`config.mk`:
```
export PLATFORM = sky130hd
export DESIGN_NAME = hex_ring_coordinate_generator
export DESIGN_NICKNAME = d
export VERILOG_FILES = /design/src/sv/hrcg_pkg.sv /design/src/sv/hrcg_front.sv /design/src/sv/hrcg_cmd_queue.sv /design/src/sv/hrcg_back.sv /design/src/sv/hex_ring_coordinate_generator.sv
export SDC_FILE = /design/constraint.sdc
export NUM_CORES = 1
export LEC_CHECK = 0
export BUFFER_PORTS_ARGS = -buffer_cell sky130_fd_sc_hd__buf_2
export CORE_MARGIN = 2
export CORE_UTILIZATION = 55
export DETAILED_ROUTE_END_ITERATION = 12
export PLACE_DENSITY = 0.82
export SYNTH_ARGS = -nofsm -noshare
export SYNTH_HDL_FRONTEND = slang
export SYNTH_HIERARCHICAL = 1
export SYNTH_SLANG_ARGS = --single-unit
```
`constraint.sdc`:
```
create_clock -name i_clk -period 4.8 [get_ports i_clk]
set_input_delay 0.48 -clock i_clk [delete_from_list [all_inputs] [get_ports i_clk]]
set_output_delay 0.48 -clock i_clk [all_outputs]
set_load 0.01 [all_outputs]
```
`src/sv/hrcg_pkg.sv`:
```
`default_nettype none
package hrcg_pkg;

    localparam int FIELD_BITS  = 32;
    localparam int COORD_BITS  = 32;
    localparam int RADIUS_BITS = 4;
    localparam logic [RADIUS_BITS-1:0] MAX_RADIUS = RADIUS_BITS'(10);
    localparam int CMD_DEPTH   = 2;

    // one queued request, apart from its coordinates
    typedef struct packed {
        logic                   single;   // emit one cell only (zero radius or error)
        logic                   err;
        logic                   parity;
        logic [RADIUS_BITS-1:0] radius;
    } t_cmd_ctl;

    typedef enum logic [1:0] {
        ST_IDLE = 2'b01,
        ST_WALK = 2'b10
    } t_state;

    typedef enum logic [5:0] {
        SIDE_0 = 6'b000001,
        SIDE_1 = 6'b000010,
        SIDE_2 = 6'b000100,
        SIDE_3 = 6'b001000,
        SIDE_4 = 6'b010000,
        SIDE_5 = 6'b100000
    } t_side;

endpackage
`default_nettype wire

```
`src/sv/hrcg_front.sv`:
```
`default_nettype none
module hrcg_front #(
    parameter int COORD_BITS = hrcg_pkg::COORD_BITS
) (
    input  wire logic signed [hrcg_pkg::FIELD_BITS-1:0]  i_origin_x,
    input  wire logic signed [hrcg_pkg::FIELD_BITS-1:0]  i_origin_y,
    input  wire logic        [hrcg_pkg::RADIUS_BITS-1:0] i_radius,
    output hrcg_pkg::t_cmd_ctl                           o_ctl,
    output logic             [COORD_BITS-1:0]            o_x,
    output logic             [COORD_BITS-1:0]            o_y
);

    logic signed [63:0]           ext_x;
    logic signed [63:0]           ext_y;
    logic        [COORD_BITS-1:0] org_x;
    logic        [COORD_BITS-1:0] org_y;
    logic                         is_zero;
    logic                         is_err;

    // bring the 32-bit fields to the internal coordinate width
    assign ext_x = 64'(i_origin_x);
    assign ext_y = 64'(i_origin_y);
    assign org_x = ext_x[COORD_BITS-1:0];
    assign org_y = ext_y[COORD_BITS-1:0];

    assign is_zero = (i_radius == '0);
    assign is_err  = (i_radius > hrcg_pkg::MAX_RADIUS);

    always_comb begin
        o_ctl.single = is_zero | is_err;
        o_ctl.err    = is_err;
        o_ctl.parity = org_y[0];
        o_ctl.radius = i_radius;
        if (is_err) begin
            o_x = '0;
            o_y = '0;
        end else if (is_zero) begin
            o_x = org_x;
            o_y = org_y;
        end else begin
            // walk starts radius cells to the left
            o_x = org_x - COORD_BITS'(i_radius);
            o_y = org_y;
        end
    end

endmodule
`default_nettype wire

```
`src/sv/hrcg_cmd_queue.sv`:
```
`default_nettype none
module hrcg_cmd_queue #(
    parameter int WIDTH = 8,
    parameter int DEPTH = hrcg_pkg::CMD_DEPTH
) (
    input  wire logic             i_clk,
    input  wire logic             i_rst_n,
    input  wire logic             i_push,
    input  wire logic [WIDTH-1:0] i_data,
    output logic                  o_full,
    input  wire logic             i_pop,
    output logic                  o_vld,
    output logic      [WIDTH-1:0] o_data
);

    localparam int PTR_BITS = (DEPTH > 1) ? $clog2(DEPTH) : 1;
    localparam int CNT_BITS = $clog2(DEPTH + 1);

    logic [WIDTH-1:0]    r_mem [DEPTH];
    logic [PTR_BITS-1:0] r_wr_ptr;
    logic [PTR_BITS-1:0] r_rd_ptr;
    logic [CNT_BITS-1:0] r_cnt;
    logic                do_push;
    logic                do_pop;

    assign o_full  = (r_cnt == CNT_BITS'(DEPTH));
    assign o_vld   = (r_cnt != '0);
    assign o_data  = r_mem[r_rd_ptr];
    assign do_push = i_push & ~o_full;
    assign do_pop  = i_pop & o_vld;

    always_ff @(posedge i_clk) begin
        if (do_push) begin
            r_mem[r_wr_ptr] <= i_data;
        end
    end

    always_ff @(posedge i_clk) begin
        if (!i_rst_n) begin
            r_wr_ptr <= '0;
            r_rd_ptr <= '0;
            r_cnt    <= '0;
        end else begin
            if (do_push) begin
                r_wr_ptr <= (r_wr_ptr == PTR_BITS'(DEPTH - 1)) ? '0 : r_wr_ptr + 1'b1;
            end
            if (do_pop) begin
                r_rd_ptr <= (r_rd_ptr == PTR_BITS'(DEPTH - 1)) ? '0 : r_rd_ptr + 1'b1;
            end
            if (do_push && !do_pop) begin
                r_cnt <= r_cnt + 1'b1;
            end else if (do_pop && !do_push) begin
                r_cnt <= r_cnt - 1'b1;
            end
        end
    end

endmodule
`default_nettype wire

```
`src/sv/hrcg_back.sv`:
```
`default_nettype none
module hrcg_back #(
    parameter int COORD_BITS = hrcg_pkg::COORD_BITS
) (
    input  wire logic                                   i_clk,
    input  wire logic                                   i_rst_n,
    input  wire logic                                   i_cmd_vld,
    input  wire hrcg_pkg::t_cmd_ctl                     i_cmd_ctl,
    input  wire logic        [COORD_BITS-1:0]           i_cmd_x,
    input  wire logic        [COORD_BITS-1:0]           i_cmd_y,
    output logic                                        o_cmd_pop,
    input  wire logic                                   i_pop,
    output logic                                        o_empty,
    output logic signed      [hrcg_pkg::FIELD_BITS-1:0] o_cell_x,
    output logic signed      [hrcg_pkg::FIELD_BITS-1:0] o_cell_y,
    output logic                                        o_last,
    output logic                                        o_radius_error
);

    localparam logic [COORD_BITS-1:0] ONE = COORD_BITS'(1);

    hrcg_pkg::t_state                      r_state, n_state;
    hrcg_pkg::t_side                       r_side, n_side;
    logic [hrcg_pkg::RADIUS_BITS-1:0]      r_step, n_step;
    logic [hrcg_pkg::RADIUS_BITS-1:0]      r_rad, n_rad;
    logic                                  r_par, n_par;
    logic [COORD_BITS-1:0]                 r_x, n_x;
    logic [COORD_BITS-1:0]                 r_y, n_y;

    logic                                  r_out_vld, n_out_vld;
    logic [COORD_BITS-1:0]                 r_out_x, n_out_x;
    logic [COORD_BITS-1:0]                 r_out_y, n_out_y;
    logic                                  r_out_last, n_out_last;
    logic                                  r_out_err, n_out_err;

    logic                                  adv;
    logic                                  out_load;
    logic                                  step_end;
    logic                                  ring_end;
    logic                                  par_t;
    logic signed [COORD_BITS-1:0]          sx;
    logic signed [COORD_BITS-1:0]          sy;
    logic signed [63:0]                    ext_x;
    logic signed [63:0]                    ext_y;

    // output register frees up when empty or being taken this cycle
    assign adv      = ~r_out_vld | i_pop;
    assign step_end = (r_step == r_rad - 1'b1);
    assign ring_end = (r_side == hrcg_pkg::SIDE_5) & step_end;
    assign par_t    = ~r_par;

    always_comb begin
        n_state    = r_state;
        n_side     = r_side;
        n_step     = r_step;
        n_rad      = r_rad;
        n_par      = r_par;
        n_x        = r_x;
        n_y        = r_y;
        n_out_x    = r_out_x;
        n_out_y    = r_out_y;
        n_out_last = r_out_last;
        n_out_err  = r_out_err;
        out_load   = 1'b0;
        o_cmd_pop  = 1'b0;

        unique case (r_state)
            hrcg_pkg::ST_IDLE: begin
                if (i_cmd_vld && adv) begin
                    o_cmd_pop = 1'b1;
                    if (i_cmd_ctl.single) begin
                        out_load   = 1'b1;
                        n_out_x    = i_cmd_x;
                        n_out_y    = i_cmd_y;
                        n_out_last = 1'b1;
                        n_out_err  = i_cmd_ctl.err;
                    end else begin
                        n_state = hrcg_pkg::ST_WALK;
                        n_side  = hrcg_pkg::SIDE_0;
                        n_step  = '0;
                        n_rad   = i_cmd_ctl.radius;
                        n_par   = i_cmd_ctl.parity;
                        n_x     = i_cmd_x;
                        n_y     = i_cmd_y;
                    end
                end
            end
            hrcg_pkg::ST_WALK: begin
                if (adv) begin
                    out_load   = 1'b1;
                    n_out_x    = r_x;
                    n_out_y    = r_y;
                    n_out_last = ring_end;
                    n_out_err  = 1'b0;
                    n_step     = step_end ? '0 : r_step + 1'b1;
                    if (ring_end) begin
                        n_state = hrcg_pkg::ST_IDLE;
                    end
                    unique case (r_side)
                        hrcg_pkg::SIDE_0: begin
                            n_x = r_x + COORD_BITS'(r_par);
                            n_y = r_y + ONE;
                            n_par = par_t;
                            if (step_end) n_side = hrcg_pkg::SIDE_1;
                        end
                        hrcg_pkg::SIDE_1: begin
                            n_x = r_x + ONE;
                            if (step_end) n_side = hrcg_pkg::SIDE_2;
                        end
                        hrcg_pkg::SIDE_2: begin
                            n_x = r_x + COORD_BITS'(r_par);
                            n_y = r_y - ONE;
                            n_par = par_t;
                            if (step_end) n_side = hrcg_pkg::SIDE_3;
                        end
                        hrcg_pkg::SIDE_3: begin
                            // parity flips before it is used on this side
                            n_par = par_t;
                            n_x = r_x - COORD_BITS'(par_t);
                            n_y = r_y - ONE;
                            if (step_end) n_side = hrcg_pkg::SIDE_4;
                        end
                        hrcg_pkg::SIDE_4: begin
                            n_x = r_x - ONE;
                            if (step_end) n_side = hrcg_pkg::SIDE_5;
                        end
                        hrcg_pkg::SIDE_5: begin
                            n_par = par_t;
                            n_x = r_x - COORD_BITS'(par_t);
                            n_y = r_y + ONE;
                            if (step_end) n_side = hrcg_pkg::SIDE_0;
                        end
                        default: begin
                            n_side = hrcg_pkg::SIDE_0;
                        end
                    endcase
                end
            end
            default: begin
                n_state = hrcg_pkg::ST_IDLE;
            end
        endcase

        if (out_load) begin
            n_out_vld = 1'b1;
        end else if (i_pop) begin
            n_out_vld = 1'b0;
        end else begin
            n_out_vld = r_out_vld;
        end
    end

    always_ff @(posedge i_clk) begin
        if (!i_rst_n) begin
            r_state   <= hrcg_pkg::ST_IDLE;
            r_side    <= hrcg_pkg::SIDE_0;
            r_step    <= '0;
            r_out_vld <= 1'b0;
        end else begin
            r_state   <= n_state;
            r_side    <= n_side;
            r_step    <= n_step;
            r_out_vld <= n_out_vld;
        end
    end

    always_ff @(posedge i_clk) begin
        r_rad      <= n_rad;
        r_par      <= n_par;
        r_x        <= n_x;
        r_y        <= n_y;
        r_out_x    <= n_out_x;
        r_out_y    <= n_out_y;
        r_out_last <= n_out_last;
        r_out_err  <= n_out_err;
    end

    // sign-extend from the coordinate width, then fit the 32-bit field
    assign sx    = r_out_x;
    assign sy    = r_out_y;
    assign ext_x = 64'(sx);
    assign ext_y = 64'(sy);

    assign o_empty        = ~r_out_vld;
    assign o_cell_x       = ext_x[hrcg_pkg::FIELD_BITS-1:0];
    assign o_cell_y       = ext_y[hrcg_pkg::FIELD_BITS-1:0];
    assign o_last         = r_out_last;
    assign o_radius_error = r_out_err;

endmodule
`default_nettype wire

```
`src/sv/hex_ring_coordinate_generator.sv`:
```
`default_nettype none
// Channel   Direction  Handshake              Fields
// request   in         push / full            i_origin_x, i_origin_y, i_radius
// cell      out        empty / pop            o_cell_x, o_cell_y, o_last, o_radius_error
//
// A ring of radius r gives 6*r cells, one per cycle while the receiver pops, after a
// step to load the walker; radius zero or out of range gives a single cell.
// The walker in the back end sets the rate; a two-entry request queue lets the
// front accept while a ring is in progress. Cells wait in a single output register.
// Reset (synchronous, active low) empties the queue and the output register.
module hex_ring_coordinate_generator #(
    parameter int COORD_BITS = hrcg_pkg::COORD_BITS
) (
    input  wire logic                                   i_clk,
    input  wire logic                                   i_rst_n,
    input  wire logic                                   push,
    output logic                                        full,
    input  wire logic signed [hrcg_pkg::FIELD_BITS-1:0]  i_origin_x,
    input  wire logic signed [hrcg_pkg::FIELD_BITS-1:0]  i_origin_y,
    input  wire logic        [hrcg_pkg::RADIUS_BITS-1:0] i_radius,
    output logic                                        empty,
    input  wire logic                                   pop,
    output logic signed      [hrcg_pkg::FIELD_BITS-1:0] o_cell_x,
    output logic signed      [hrcg_pkg::FIELD_BITS-1:0] o_cell_y,
    output logic                                        o_last,
    output logic                                        o_radius_error
);

    localparam int CTL_BITS = $bits(hrcg_pkg::t_cmd_ctl);
    localparam int Q_WIDTH  = CTL_BITS + 2 * COORD_BITS;

    hrcg_pkg::t_cmd_ctl    f_ctl;
    logic [COORD_BITS-1:0] f_x;
    logic [COORD_BITS-1:0] f_y;
    logic [Q_WIDTH-1:0]    q_wdata;
    logic [Q_WIDTH-1:0]    q_rdata;
    logic                  q_vld;
    logic                  q_pop;
    hrcg_pkg::t_cmd_ctl    b_ctl;
    logic [COORD_BITS-1:0] b_x;
    logic [COORD_BITS-1:0] b_y;

    hrcg_front #(
        .COORD_BITS (COORD_BITS)
    ) u_front (
        .i_origin_x (i_origin_x),
        .i_origin_y (i_origin_y),
        .i_radius   (i_radius),
        .o_ctl      (f_ctl),
        .o_x        (f_x),
        .o_y        (f_y)
    );

    assign q_wdata = {f_ctl, f_x, f_y};

    hrcg_cmd_queue #(
        .WIDTH (Q_WIDTH),
        .DEPTH (hrcg_pkg::CMD_DEPTH)
    ) u_queue (
        .i_clk   (i_clk),
        .i_rst_n (i_rst_n),
        .i_push  (push),
        .i_data  (q_wdata),
        .o_full  (full),
        .i_pop   (q_pop),
        .o_vld   (q_vld),
        .o_data  (q_rdata)
    );

    assign b_ctl = hrcg_pkg::t_cmd_ctl'(q_rdata[Q_WIDTH-1 -: CTL_BITS]);
    assign b_x   = q_rdata[2*COORD_BITS-1 -: COORD_BITS];
    assign b_y   = q_rdata[COORD_BITS-1:0];

    hrcg_back #(
        .COORD_BITS (COORD_BITS)
    ) u_back (
        .i_clk          (i_clk),
        .i_rst_n        (i_rst_n),
        .i_cmd_vld      (q_vld),
        .i_cmd_ctl      (b_ctl),
        .i_cmd_x        (b_x),
        .i_cmd_y        (b_y),
        .o_cmd_pop      (q_pop),
        .i_pop          (pop),
        .o_empty        (empty),
        .o_cell_x       (o_cell_x),
        .o_cell_y       (o_cell_y),
        .o_last         (o_last),
        .o_radius_error (o_radius_error)
    );

endmodule
`default_nettype wire

```
==> reports/qor.yml <==
run_status: "finished, final reports clean"
hold_viol_final: 0
synth_cell_types: 87
ys_seq_area_share_pct: 52.2
fin_crit_sh_pct: 87.4
required_ps: 5110
syn_avg_cell_area_um2: 11.6
worst_hold_path_type: "in2reg"
rows: 63
max_slew_margin_pct: 26.1
nets: 1698
crit_path_top_delay_cell: "ha_1"
vias: 11533
die_x_um: 178
dp_cells: 1911
post_cts_buffers: 0
diodes: 0
period_minus_slack_ps: 4200
io_pins: 140
path_clk_slew_ps: 60
maxSlewViolCount: 0
start_kind: "flop"
design.core.area_um2: 29700
setup_ws_ps: 604
cts_resized: 0
finalPower_uw: 12000
min_from: "i_origin_y[0]"
grt_pass1_vias: 11346
synth_edf_count: 277
synthesis.area_um2: 16600
die_area_um2: 31600
yosys_warnings: 6
cts_buffers: 30
reg2reg_to: "u_back/r_y[27]$_DFFE_PP_"
globalplace.congestion: 0.884
cp_max_fo: 16
cap_violations: 0
port_buffers: 139
async_flop_share_pct: 0
p_leak_uw: 0.00708
syn-instance-count: 1434
drt-total-wl_um: 36900
vias_per_cell: 5.86
path_cells: "xor2_1 > nand3_1 > ha_1 > nand3_4 > nor2_2 > o2111ai_1 > a2111o_1 > a21oi_2 > o211ai_2 > a21o_1 > a31o_1"
grt_usage_pct: 23.2
ant_nets: 0
layoutNonFillerInstCount: 1967
synthToLayoutAreaGrowth_pct: 12.1
ir_drop_mv: 0.367
finalSetupViolCount: 0
clkLatencyLatePin_ps: 560
drive_above_1_share_pct: 19.7
synth_nets: 1579
rr_startpoint: "u_back/r_side[5]$_SDFFE_PN0P_"
clock_sinks: 295
fmax_ghz: 0.238
critPathMaxStageDelay_ps: 810
endpoint_kind: "flop"
worstSetupPathType: "reg2reg"
skew_ps: 10.6
first_iter_violations: 1018
grt_max_degree: 72
drc_errors: 0
cpLargestDelayFamily: "compound AO/OA/AOI/OAI gates"
hold_path_depth: 1
reg2reg_depth: 11
setup_tns_ps: 0
initial_core_util_pct: 56.0
place_area_um2: 17600
overflow: 0
die_h_um: 178
rsz0062_at_grt: "false"
tightest_slew_ps: 1110
cts-root-buf: "clkbuf_16"
synth-seq-cells: 295
dpl.hpwl_um: 25600
postCtsHoldBufs: 0
dr.pass1.iters: 7
r2r_slack_ps: 600
path_depth: 11
antenna_found_initial: 0
powerDensity_nw_per_um2: 641
cts_max_level: 1
yosys_most_used_dff: "edfxtp_1"
cts_tree: "yes"
clk_path_buf_depth: 3
wire_per_inst_um: 18.8
min_to: "u_queue/r_mem[1][68]$_DFFE_PP_"
grt_pass1_wl_um: 58300
final_area_um2: 18600
place_ws_ps: 657
path_buf_inv: 0
crit_arrival_ps: 4510
## stage by stage
stage	util [%]	hold WS, ps
3_3_place_gp	59.3	492
2_1_floorplan	-	479
5_1_grt	62.8	150
6_report	62.8	177
4_1_cts	62.8	153
3_5_place_dp	59.3	542
## power by group
part / total, uW / switching (uW) / internal, uW
clock network: 2390 / 964 / 1430
logic: 5470 / 3330 / 2140
registers: 4100 / 319 / 3780
## cells in the final DEF, fill, tap and decap left out, drive strengths merged, types with 7 or more instances in the layout
cell    count
xor2       37
and3       11
a211oi      7
or3        14
nand4      13
xnor2      41
nor4       10
clkinv     11
o31ai      12
o21a       19
dfxtp      18
mux2      135
o21ai      58
or4         9
nor3       29
o211ai     16
nand3      32
a21oi      80
nand3b      7
clkbuf     39
nor2       87
ha         70
buf       151
o21bai     10
nand2     151
edfxtp    277
nand2b     10
and2       45
a21boi     11
nor2b      19
a21o       32
a31oi       9
inv        35
or2        10
nor4b       7
## cells by family after synthesis
logic type	share of synthesized area (%)
flops	52.2
buf+inv	2.96
xor+xnor	4.11
simple gates	14.2
fa+ha+maj	5.63
mux	9.26
compound gates	11.7
## final cells by class
type	instances	area [um^2]
well taps	390	488
clock buffers	39	826
clock inverters	17	194
flip-flops and latches	295	8680
fillers	2287	11100
inverters	35	131
repair buffers	151	798
multi-input cells	1040	7530
## synthesized netlist by cell type, types with 8 or more instances
master | instances | area (um^2)
xor2_1 | 37 | 324
inv_1 | 33 | 124
nand2b_1 | 10 | 62.6
a31oi_1 | 9 | 56.3
and3_1 | 11 | 68.8
nor4_1 | 8 | 50.1
clkbuf_1 | 26 | 97.6
mux2_2 | 65 | 732
nor3_1 | 25 | 125
a21oi_1 | 74 | 370
xnor2_1 | 41 | 359
and2_1 | 43 | 269
or3_1 | 13 | 81.3
ha_1 | 70 | 876
a21o_1 | 32 | 240
nor2_1 | 86 | 323
o21ai_0 | 46 | 230
o21bai_1 | 10 | 75.1
a21boi_1 | 8 | 60.1
nand3_1 | 31 | 155
o211ai_1 | 14 | 105
o21ai_1 | 10 | 50.1
o21a_1 | 19 | 143
edfxtp_1 | 277 | 8320
buf_2 | 12 | 60.1
nor2b_1 | 18 | 113
dfxtp_1 | 18 | 360
mux2_1 | 70 | 788
buf_4 | 18 | 135
nand4_1 | 13 | 81.3
o31ai_1 | 12 | 90.1
nand2_1 | 150 | 563
## worst max path at each step
stage                                        from                            to  slack, ps
finish              u_back/r_side[5]$_SDFFE_PN0P_      u_back/r_y[27]$_DFFE_PP_        600
detailed placement  u_back/r_side[0]$_SDFFE_PN1P_      u_back/r_x[29]$_DFFE_PP_        660
floorplan                                    flop  u_back/o_cell_x[0]$_DFFE_PP_        100
global route        u_back/r_side[0]$_SDFFE_PN1P_      u_back/r_x[29]$_DFFE_PP_        240
CTS                 u_back/r_side[0]$_SDFFE_PN1P_      u_back/r_x[29]$_DFFE_PP_        630
global placement    u_back/r_side[5]$_SDFFE_PN0P_      u_back/r_y[27]$_DFFE_PP_        710
## registers in the layout (all words and copies together), names as in the netlist, named ones only
name	count
u_queue/r_cnt	2
u_back/o_last	1
u_back/o_cell_x	32
u_queue/r_rd_ptr	1
u_back/r_out_vld	1
u_queue/r_mem	142
u_back/r_rad	4
u_back/o_cell_y	32
u_back/o_radius_error	1
u_back/r_par	1
u_queue/r_wr_ptr	1
u_back/r_state	2
u_back/r_y	32
u_back/r_step	4
u_back/r_side	6
u_back/r_x	32
## layer usage
layer,part of all wire [%],routed length [um],GRT usage [%],up-vias
met3,5.2,1930,2.12,56
li1,-,-,-,5591
met5,0,0,0,-
met4,2.2,827,6.83,0
met1,46,17000,32.9,5531
met2,47,17200,38.0,355
## worst reg2reg max path: cells and delay by family (launching register included)
kind,cells,cell delay (ps)
simple gates,3,910
fa+ha+maj,1,820
flops,1,530
compound gates,6,1500
xor+xnor,1,190
No activity file was read; power rests on OpenSTA's default activity.
